### src/design/qxm_pkg.sv
// ----------------------------------------------------------------------------
// qxm_pkg
// Shared constants, types and the divider step for the quad-X motor mixer.
// ----------------------------------------------------------------------------
package qxm_pkg;

  localparam int unsigned FRAC_BITS = 15;
  localparam int unsigned CMD_W     = 18;               // command field width
  localparam int unsigned MOT_W     = 16;               // motor field width
  localparam int unsigned SUM_W     = CMD_W + 1;        // doubled motor sum, signed
  localparam int unsigned DIV_W     = CMD_W;            // divisor and remainder width
  localparam int unsigned Q_W       = FRAC_BITS + 1;    // quotient bits, result <= ONE
  localparam int unsigned STEPS_PER_STAGE = 2;
  localparam int unsigned DIV_STAGES      = Q_W / STEPS_PER_STAGE;
  localparam int unsigned NUM_MOT   = 4;

  localparam logic signed [CMD_W-1:0] ONE_C    = CMD_W'(1 << FRAC_BITS);
  localparam logic signed [CMD_W-1:0] NEG_ONE_C = -ONE_C;
  localparam logic signed [SUM_W-1:0] TWO_ONE_S = SUM_W'(2 << FRAC_BITS);

  typedef logic signed [SUM_W-1:0] sum_t;

  // mix stage result: the four doubled sums
  typedef struct packed {
    sum_t [NUM_MOT-1:0] m;
  } mix_bus_t;

  // per-motor state of the long division
  typedef struct packed {
    logic [DIV_W-1:0] rem;
    logic             nbit;     // next dividend bit to shift in
    logic [Q_W-1:0]   quo;
  } div_lane_t;

  typedef struct packed {
    logic [DIV_W-1:0]              divisor;
    logic                          scale;
    div_lane_t [NUM_MOT-1:0]       lane;
    logic [NUM_MOT-1:0][MOT_W-1:0] direct;
  } div_bus_t;

  // one restoring division step: shift a bit in, subtract if it fits
  function automatic div_lane_t div_step(div_lane_t l, logic [DIV_W-1:0] d);
    logic [DIV_W:0] sh;
    logic [DIV_W:0] diff;
    div_lane_t      r;
    sh   = {l.rem, l.nbit};
    diff = sh - {1'b0, d};
    r.nbit = 1'b0;
    if (sh >= {1'b0, d}) begin
      r.rem = diff[DIV_W-1:0];
      r.quo = {l.quo[Q_W-2:0], 1'b1};
    end else begin
      r.rem = sh[DIV_W-1:0];
      r.quo = {l.quo[Q_W-2:0], 1'b0};
    end
    return r;
  endfunction

endpackage

### src/design/qxm_mix.sv
// ----------------------------------------------------------------------------
// qxm_mix
// Clamp the four commands and form the doubled X-pattern motor sums.
// ----------------------------------------------------------------------------
module qxm_mix import qxm_pkg::*; (
  input  logic                    clk_i,
  input  logic                    rst_ni,
  input  logic                    armed_i,
  input  logic                    valid_i,
  output logic                    ready_o,
  input  logic signed [CMD_W-1:0] throttle_i,
  input  logic signed [CMD_W-1:0] roll_i,
  input  logic signed [CMD_W-1:0] pitch_i,
  input  logic signed [CMD_W-1:0] yaw_i,
  output logic                    valid_o,
  input  logic                    ready_i,
  output mix_bus_t                data_o
);

  logic                    valid_q;
  mix_bus_t                data_q, data_d;
  logic signed [CMD_W-1:0] t, r, p, y;

  function automatic logic signed [CMD_W-1:0] clamp(logic signed [CMD_W-1:0] v,
                                                    logic signed [CMD_W-1:0] lo);
    logic signed [CMD_W-1:0] res;
    res = v;
    if (v < lo) begin
      res = lo;
    end else if (v > ONE_C) begin
      res = ONE_C;
    end
    return res;
  endfunction

  // a disarmed block mixes zeros, which yields zero on every motor
  always_comb begin
    t = '0;
    r = '0;
    p = '0;
    y = '0;
    if (armed_i) begin
      t = clamp(throttle_i, '0);
      r = clamp(roll_i, NEG_ONE_C);
      p = clamp(pitch_i, NEG_ONE_C);
      y = clamp(yaw_i, NEG_ONE_C);
    end
    data_d.m[0] = (SUM_W'(t) <<< 1) + SUM_W'(p) + SUM_W'(r) - SUM_W'(y);
    data_d.m[1] = (SUM_W'(t) <<< 1) + SUM_W'(p) - SUM_W'(r) + SUM_W'(y);
    data_d.m[2] = (SUM_W'(t) <<< 1) - SUM_W'(p) - SUM_W'(r) - SUM_W'(y);
    data_d.m[3] = (SUM_W'(t) <<< 1) - SUM_W'(p) + SUM_W'(r) + SUM_W'(y);
  end

  assign ready_o = !valid_q || ready_i;

  always_ff @(posedge clk_i or negedge rst_ni) begin
    if (!rst_ni) begin
      valid_q <= 1'b0;
    end else if (ready_o) begin
      valid_q <= valid_i;
    end
  end

  always_ff @(posedge clk_i) begin
    if (ready_o && valid_i) begin
      data_q <= data_d;
    end
  end

  assign valid_o = valid_q;
  assign data_o  = data_q;

endmodule

### src/design/qxm_peak.sv
// ----------------------------------------------------------------------------
// qxm_peak
// Find the largest sum, decide on scaling and set up the division lanes.
// ----------------------------------------------------------------------------
module qxm_peak import qxm_pkg::*; (
  input  logic     clk_i,
  input  logic     rst_ni,
  input  logic     valid_i,
  output logic     ready_o,
  input  mix_bus_t data_i,
  output logic     valid_o,
  input  logic     ready_i,
  output div_bus_t data_o
);

  logic     valid_q;
  div_bus_t data_q, data_d;
  sum_t     max01, max23, peak;
  logic [DIV_W-1:0] pos;

  always_comb begin
    max01 = (data_i.m[1] > data_i.m[0]) ? data_i.m[1] : data_i.m[0];
    max23 = (data_i.m[3] > data_i.m[2]) ? data_i.m[3] : data_i.m[2];
    peak  = (max23 > max01) ? max23 : max01;
    data_d.divisor = peak[DIV_W-1:0];
    data_d.scale   = peak > TWO_ONE_S;
    pos = '0;
    for (int i = 0; i < NUM_MOT; i++) begin
      // negative sums end at zero either way
      pos = (data_i.m[i] > 0) ? data_i.m[i][DIV_W-1:0] : '0;
      // dividend is pos << FRAC_BITS: its top part seeds the remainder
      data_d.lane[i].rem  = pos >> 1;
      data_d.lane[i].nbit = pos[0];
      data_d.lane[i].quo  = '0;
      data_d.direct[i]    = MOT_W'(pos >> 1);
    end
  end

  assign ready_o = !valid_q || ready_i;

  always_ff @(posedge clk_i or negedge rst_ni) begin
    if (!rst_ni) begin
      valid_q <= 1'b0;
    end else if (ready_o) begin
      valid_q <= valid_i;
    end
  end

  always_ff @(posedge clk_i) begin
    if (ready_o && valid_i) begin
      data_q <= data_d;
    end
  end

  assign valid_o = valid_q;
  assign data_o  = data_q;

endmodule

### src/design/qxm_div_stage.sv
// ----------------------------------------------------------------------------
// qxm_div_stage
// One pipeline stage of the four-lane restoring divider, two quotient bits.
// ----------------------------------------------------------------------------
module qxm_div_stage import qxm_pkg::*; (
  input  logic     clk_i,
  input  logic     rst_ni,
  input  logic     valid_i,
  output logic     ready_o,
  input  div_bus_t data_i,
  output logic     valid_o,
  input  logic     ready_i,
  output div_bus_t data_o
);

  logic      valid_q;
  div_bus_t  data_q, data_d;
  div_lane_t step_lane;

  always_comb begin
    data_d    = data_i;
    step_lane = '0;
    for (int i = 0; i < NUM_MOT; i++) begin
      step_lane = data_i.lane[i];
      for (int s = 0; s < STEPS_PER_STAGE; s++) begin
        step_lane = div_step(step_lane, data_i.divisor);
      end
      data_d.lane[i] = step_lane;
    end
  end

  assign ready_o = !valid_q || ready_i;

  always_ff @(posedge clk_i or negedge rst_ni) begin
    if (!rst_ni) begin
      valid_q <= 1'b0;
    end else if (ready_o) begin
      valid_q <= valid_i;
    end
  end

  always_ff @(posedge clk_i) begin
    if (ready_o && valid_i) begin
      data_q <= data_d;
    end
  end

  assign valid_o = valid_q;
  assign data_o  = data_q;

endmodule

### src/design/quad_x_motor_mixer.sv
// ----------------------------------------------------------------------------
// quad_x_motor_mixer
// Quad-X motor mixer: clamp, mix, scale by an overrange peak, clamp to 0..1.
// ----------------------------------------------------------------------------
// Pipeline: mix, peak, 8 divider stages of 2 quotient bits each, output
//   register.
// Throughput: one request per cycle while not stalled; every stage has its
//   own valid bit, and an output stall only fills bubbles ahead of it.
// Reset: asynchronous, active low; clears all valid bits and disarms.
// ----------------------------------------------------------------------------
module quad_x_motor_mixer import qxm_pkg::*; (
  input  logic        clk_i,
  input  logic        rst_ni,
  input  logic        cfg_we_i,
  input  logic        cfg_wdata_i,
  input  logic        s_axis_tvalid,
  output logic        s_axis_tready,
  // throttle_cmd[17:0], roll_cmd[35:18], pitch_cmd[53:36], yaw_cmd[71:54]
  input  logic [71:0] s_axis_tdata,
  output logic        m_axis_tvalid,
  input  logic        m_axis_tready,
  // motor_front_a[15:0], motor_front_b[31:16], motor_rear_a[47:32],
  // motor_rear_b[63:48]
  output logic [63:0] m_axis_tdata
);

  logic armed_q;

  always_ff @(posedge clk_i or negedge rst_ni) begin
    if (!rst_ni) begin
      armed_q <= 1'b0;
    end else if (cfg_we_i) begin
      armed_q <= cfg_wdata_i;
    end
  end

  logic     mix_valid, mix_ready;
  mix_bus_t mix_data;

  qxm_mix u_mix (
    .clk_i      (clk_i),
    .rst_ni     (rst_ni),
    .armed_i    (armed_q),
    .valid_i    (s_axis_tvalid),
    .ready_o    (s_axis_tready),
    .throttle_i (s_axis_tdata[17:0]),
    .roll_i     (s_axis_tdata[35:18]),
    .pitch_i    (s_axis_tdata[53:36]),
    .yaw_i      (s_axis_tdata[71:54]),
    .valid_o    (mix_valid),
    .ready_i    (mix_ready),
    .data_o     (mix_data)
  );

  logic     [DIV_STAGES:0] div_valid, div_ready;
  div_bus_t [DIV_STAGES:0] div_data;

  qxm_peak u_peak (
    .clk_i   (clk_i),
    .rst_ni  (rst_ni),
    .valid_i (mix_valid),
    .ready_o (mix_ready),
    .data_i  (mix_data),
    .valid_o (div_valid[0]),
    .ready_i (div_ready[0]),
    .data_o  (div_data[0])
  );

  for (genvar k = 0; k < DIV_STAGES; k++) begin : g_div
    qxm_div_stage u_div (
      .clk_i   (clk_i),
      .rst_ni  (rst_ni),
      .valid_i (div_valid[k]),
      .ready_o (div_ready[k]),
      .data_i  (div_data[k]),
      .valid_o (div_valid[k+1]),
      .ready_i (div_ready[k+1]),
      .data_o  (div_data[k+1])
    );
  end

  // output register: pick the scaled quotient or the plain halved sum
  logic        out_valid_q;
  logic [63:0] out_data_q, out_data_d;

  always_comb begin
    for (int i = 0; i < NUM_MOT; i++) begin
      out_data_d[i*MOT_W +: MOT_W] = div_data[DIV_STAGES].scale
                                   ? MOT_W'(div_data[DIV_STAGES].lane[i].quo)
                                   : div_data[DIV_STAGES].direct[i];
    end
  end

  assign div_ready[DIV_STAGES] = !out_valid_q || m_axis_tready;

  always_ff @(posedge clk_i or negedge rst_ni) begin
    if (!rst_ni) begin
      out_valid_q <= 1'b0;
    end else if (div_ready[DIV_STAGES]) begin
      out_valid_q <= div_valid[DIV_STAGES];
    end
  end

  always_ff @(posedge clk_i) begin
    if (div_ready[DIV_STAGES] && div_valid[DIV_STAGES]) begin
      out_data_q <= out_data_d;
    end
  end

  assign m_axis_tvalid = out_valid_q;
  assign m_axis_tdata  = out_data_q;

endmodule
### config.mk
export PLATFORM = sky130hd
export DESIGN_NAME = quad_x_motor_mixer
export DESIGN_NICKNAME = d
export VERILOG_FILES = /design/src/design/qxm_pkg.sv /design/src/design/qxm_mix.sv /design/src/design/qxm_peak.sv /design/src/design/qxm_div_stage.sv /design/src/design/quad_x_motor_mixer.sv
export SDC_FILE = /design/constraint.sdc
export NUM_CORES = 2
export LEC_CHECK = 0
export ABC_AREA = 1
export BUFFER_PORTS_ARGS = -buffer_cell sky130_fd_sc_hd__clkbuf_2
export CAP_MARGIN = 20
export CORE_MARGIN = 3
export CORE_UTILIZATION = 40
export CTS_BUF_LIST = sky130_fd_sc_hd__clkbuf_2 sky130_fd_sc_hd__clkbuf_4 sky130_fd_sc_hd__clkbuf_8
export DETAILED_ROUTE_END_ITERATION = 10
export GPL_TIMING_DRIVEN = 0
export PLACE_DENSITY_LB_ADDON = 0.3
export SYNTH_ARGS = -nofsm -noshare
export SYNTH_HDL_FRONTEND = slang
export SYNTH_SLANG_ARGS = --single-unit
### constraint.sdc
create_clock -name clk_i -period 13 [get_ports clk_i]
set_input_delay 2.6 -clock clk_i [delete_from_list [all_inputs] [get_ports clk_i]]
set_output_delay 2.6 -clock clk_i [all_outputs]
set_load 0.005 [all_outputs]
After elaboration in Yosys (flattened, before gate mapping). Cells that the tools add are included.

Register bits: 1681. Logic and storage cells: 492.

Mux-type cells: 143. Add/subtract/negate cells: 70. Order comparisons: 80. Reduce and logical (&&, ||, !) cells: 33.

Operators with widths (count): $mux 18 (72); $ge 19x18->1 (60); $sub 18x18->18 (60); $add 19x18->19 (5); $sub 19x18->19 (5); $gt 19x1->1 const B (4); $ge 18x18->1 (4); $gt 18x17->1 const B (4); $mux 1 (64); $mux 16 (4); $gt 19x19->1 (3); $mux 19 (3); $lt 18x16->1 const B (3); $gt 19x18->1 const B (1); $lt 18x1->1 const B (1); $logic_and 1x1->1 (11); $logic_not 1->1 (11); $logic_or 1x1->1 (11).

Depth between registers and ports, before layout.
Depth in word-level cells: 13. Gate-level depth with buffers: 38.

Hierarchy. From an unflattened synthesis, not the netlist that was laid out.

Cells, all modules: 18126. Area total of the unflattened synthesis: 150399.2 sq um.

By module, submodules not included: qxm_div_stage (g_div[1].u_div ...) (cells an instance 1983, area each 16259.3 sq um, instances 5, sequential area each 6601.3 sq um); qxm_div_stage (g_div[0].u_div ...) (cells an instance 1948, area each 16248.1 sq um, instances 2, sequential area each 6601.3 sq um); qxm_div_stage (g_div[4].u_div) (cells an instance 1942, area each 16130.5 sq um, instances 1, sequential area each 6601.3 sq um); qxm_mix (cells an instance 1254, area each 10075.9 sq um, instances 1, sequential area each 2247.2 sq um); qxm_peak (cells an instance 839, area each 7146.9 sq um, instances 1, sequential area each 2757.6 sq um); quad_x_motor_mixer (cells an instance 280, area each 3253.1 sq um, instances 1, sequential area each 1971.9 sq um).

Least setup slack after synthesis. OpenSTA, ideal clock, no wires.

Kind: input to register. From: in m_axis_tready. To: reg g_div[5].u_div.data_q (netlist bit g_div[5].u_div.data_o[0]) (enable). Setup slack: 0.771 ns. Arrival: 11.455 ns. Required time: 12.226 ns. Path buffers: 0. Stages on the path: 8. Cell sequence: nor2_1 -> inv_1 -> nor2_1 -> inv_1 -> nor2_1 -> inv_1 -> nor2_1 -> nor2_1.

Word-level cells in the longest chain between the ends: 5.

Ends and longest elaborated chain: start, declared (RTL line quad_x_motor_mixer.sv:21) `input logic m_axis_tready,`; $logic_or 1x1->1 (RTL line quad_x_motor_mixer.sv:94) `assign div_ready[DIV_STAGES] = !out_valid_q || m_axis_tready;`; $logic_or 1x1->1 (3 in a row) (RTL line qxm_div_stage.sv:32) `assign ready_o = !valid_q || ready_i;`; $logic_and 1x1->1 (RTL line qxm_div_stage.sv:43) `if (ready_o && valid_i) begin`; end signal, assigned (RTL line qxm_div_stage.sv:44) `data_q <= data_d;`; end, declared (RTL line qxm_div_stage.sv:17) `div_bus_t data_q, data_d;`.

Every way passes these cells. A chain may end at the register's enable or synchronous reset.

==> impl_metrics.toml <==
[run_status]
status = "completed"

[cts]
clock_latency_ns = 0.97
ctsHoldBuffers = 0
cts_made_buffers = 293
h-tree-depth = 5
cts.clk_slew.worst_paths_ns = 0.06
cts_tree = "yes"
root_buffer = "clkbuf_8"
cts_num_sinks = 1678
post_cts_buffers = 0
clock_path_buffers = 4
cts_resized = 0

[global_routing]
grt_first_pass_wirelength_um = 586000
grt_util_all_layers_pct = 23.6
grt_max_degree = 120
overflow = 0
antenna_found_initial = 21
grt_pass1_vias = 98376

[final_layout]
fill_cells = 30527
nets = 16343
drive_gt1_share_pct = 8.05
area_growth_pct = 10.2

[drt]
drt_iter0_drc = 9094
drc = 0
first_pass_iters = 6
ant_nets = 0
vias = 103879
drt_wl_total_um = 393000
wl_per_cell_um = 20.4
viasPerCell = 5.40

[critical_path]
arrival_ns = 9.02
reg2reg_depth = 29
setup.worst_path.end_class = "flop"
required_ns = 13.66
reg2reg_from = "g_div[4].u_div.data_o[205]"
start_kind = "input port"
critPathKind = "in2reg"
cp-startpoint = "s_axis_tdata[0]"
r2r_slack_ns = 5.90
r2r_end = "g_div[5].u_div.data_o[95]"
worstPathMaxFanout = 6

[timing]
min_period_over_period_pct = 64.3
worst_pin_slew_ns = 1.15
clock_skew_ns = 0.117
drv_slew = 0
hold_viol = 0
fin_ws_ns = 4.65
setup-violations-final = 0
fmax_mhz = 120
rsz0062_at_grt = "false"
slew_headroom_pct = 23.5
finalCriticalPeriod_ns = 8.35

[flow_run]
drv_cap = 0

[worst_hold_path]
hold_start = "g_div[4].u_div.data_o[15]"
min_path_type = "reg2reg"
worstHoldEndpoint = "g_div[5].u_div.data_o[15]"
whs_path_depth = 0

[die]
core_sq_um = 312000
io_pins = 144
die_w_um = 566
die_h_um = 566
row_count = 205
initial_core_util_pct = 40.2
die_area_sq_um = 320000

[logic_synthesis]
yosysTopAreaCell = "edfxtp_1"
synth_seq_cells = 1678
synth_top_cells_by_area = "edfxtp_1 40%, ha_1 13%, nand2_1 10%, a21oi_1 4.5%, inv_1 4.1%"
ys.warnings.count = 0
ys_seq_area_share_pct = 40.1
synth_top_area_share_pct = 39.9
synth_area_sq_um = 125000
ys_top_cells_by_count = "3,463 x nand2_1, 1,666 x edfxtp_1, 1,375 x inv_1, 1,289 x ha_1, 1,118 x a21oi_1"
synth_cell_types = 86
syn_avg_cell_area_sq_um = 8.72
synth_ff_type = "edfxtp_1"
synth-edff-count = 1666
ys_async_sr_fraction_pct = 0.715
synthCells = 14386
yosysMostFrequentCell = "nand2_1"

[placement]
port_buffers = 143
gp_congestion = 0.951
hpwl_um = 309000
dp_slack_ns = 3.72
==> cells by family (layout without fill, tap and decap cells) <==
family                     count (synthesis)  after routing  share of synthesized area, %
adders and majority gates               1400           1400                          14.6
muxes                                     65             65                         0.583
DFF                                     1678           1678                          40.1
other                                      1             15                       0.00299
xor gates and xnor gates                 957            957                          6.70
and+or+nand+nor                         5843           5843                          20.1
AOI/OAI and AO/OA                       2785           2785                          12.5
buffers and inverters                   1657           2353                          5.33
==> cell usage in the layout, fill, tap and decap left out, drive strengths merged, types with 384 or more instances in the layout <==
master  count
nand2    3529
edfxtp   1666
inv      1414
ha       1289
a21oi    1133
o21ai    1047
nand3     844
nor2      784
clkbuf    602
xor2      571
xnor2     384
==> routing by layer <==
layer	vias to the layer above	GRT usage (%)	routed length, um
met2	3366	39.3	182000
met3	833	2.64	22400
met1	48461	30.6	167000
li1	51213	-	-
met5	-	0	40
met4	6	11.6	21500
==> how the worst max path moves through the flow <==
stage                                endpoint  cells past startpoint  slack (ns)
floorplan            g_div[5].u_div.data_o[0]                      8        0.77
global placement    g_div[5].u_div.data_o[94]                      9       -6.06
detailed placement           u_mix.data_o[18]                     27        3.72
CTS                          u_mix.data_o[18]                     27        4.73
global route                 u_mix.data_o[18]                     26        4.10
finish                       u_mix.data_o[18]                     27        4.65
==> sequential cells by signal (all words and copies together) (netlist names) <==
signal	cells
m_axis_tdata	64
u_mix.data_o	73
g_div.u_div.valid_o	8
g_div.u_div.data_o	1438
u_peak.data_o	91
m_axis_tvalid	1
armed_q	1
u_peak.valid_o	1
u_mix.valid_o	1
==> per-stage QoR <==
stage                     util [%]  area (sq um)  cells  hold slack, ns  setup TNS [ns]
after floorplan                  -        125000  14387           0.400               0
after global placement        42.1        131000  18670           0.400        -3279.02
after detailed placement      42.4        132000  18709           0.405               0
after CTS                     44.3        138000  19222           0.367               0
after global routing          44.3        138000  19229           0.371               0
final                         44.3        138000  19236           0.377               0
==> layout make-up <==
class / instances / area, sq um / share of cell area [%]
multi-input combinational: 11052 / 68500 / 49.5
sequential: 1678 / 50300 / 36.4
inverter: 1403 / 5310 / 3.84
tap: 4140 / 5180 / 3.75
clock buffer: 378 / 4730 / 3.42
timing repair buffer: 183 / 1590 / 1.15
buffer: 254 / 1420 / 1.03
clock inverter: 135 / 1170 / 0.848
antenna: 13 / 32.5 / 0.0235
==> critical path: stages <==
cell,delay (ns)
clkbuf_2,0.09
nor4_1,0.49
nand4_1,0.15
a21oi_1,0.15
nand2_1,0.18
nor2_1,0.39
ha_1,0.25
inv_1,0.06
fa_1,0.41
o21ai_0,0.33
nand2_1,0.09
nand2_1,0.07
a21oi_1,0.08
o21ai_0,0.40
a21boi_0,0.23
o21ai_0,0.39
a21oi_1,0.15
xor2_1,0.20
inv_1,0.12
fa_1,0.55
ha_1,0.39
nand2_1,0.09
nor3_1,0.19
nand2_1,0.11
or2_2,0.30
o311ai_0,0.12
xor3_1,0.42
Power is not shown: default switching activity piles up to over one toggle a cycle in this logic, so the estimate is an artifact.
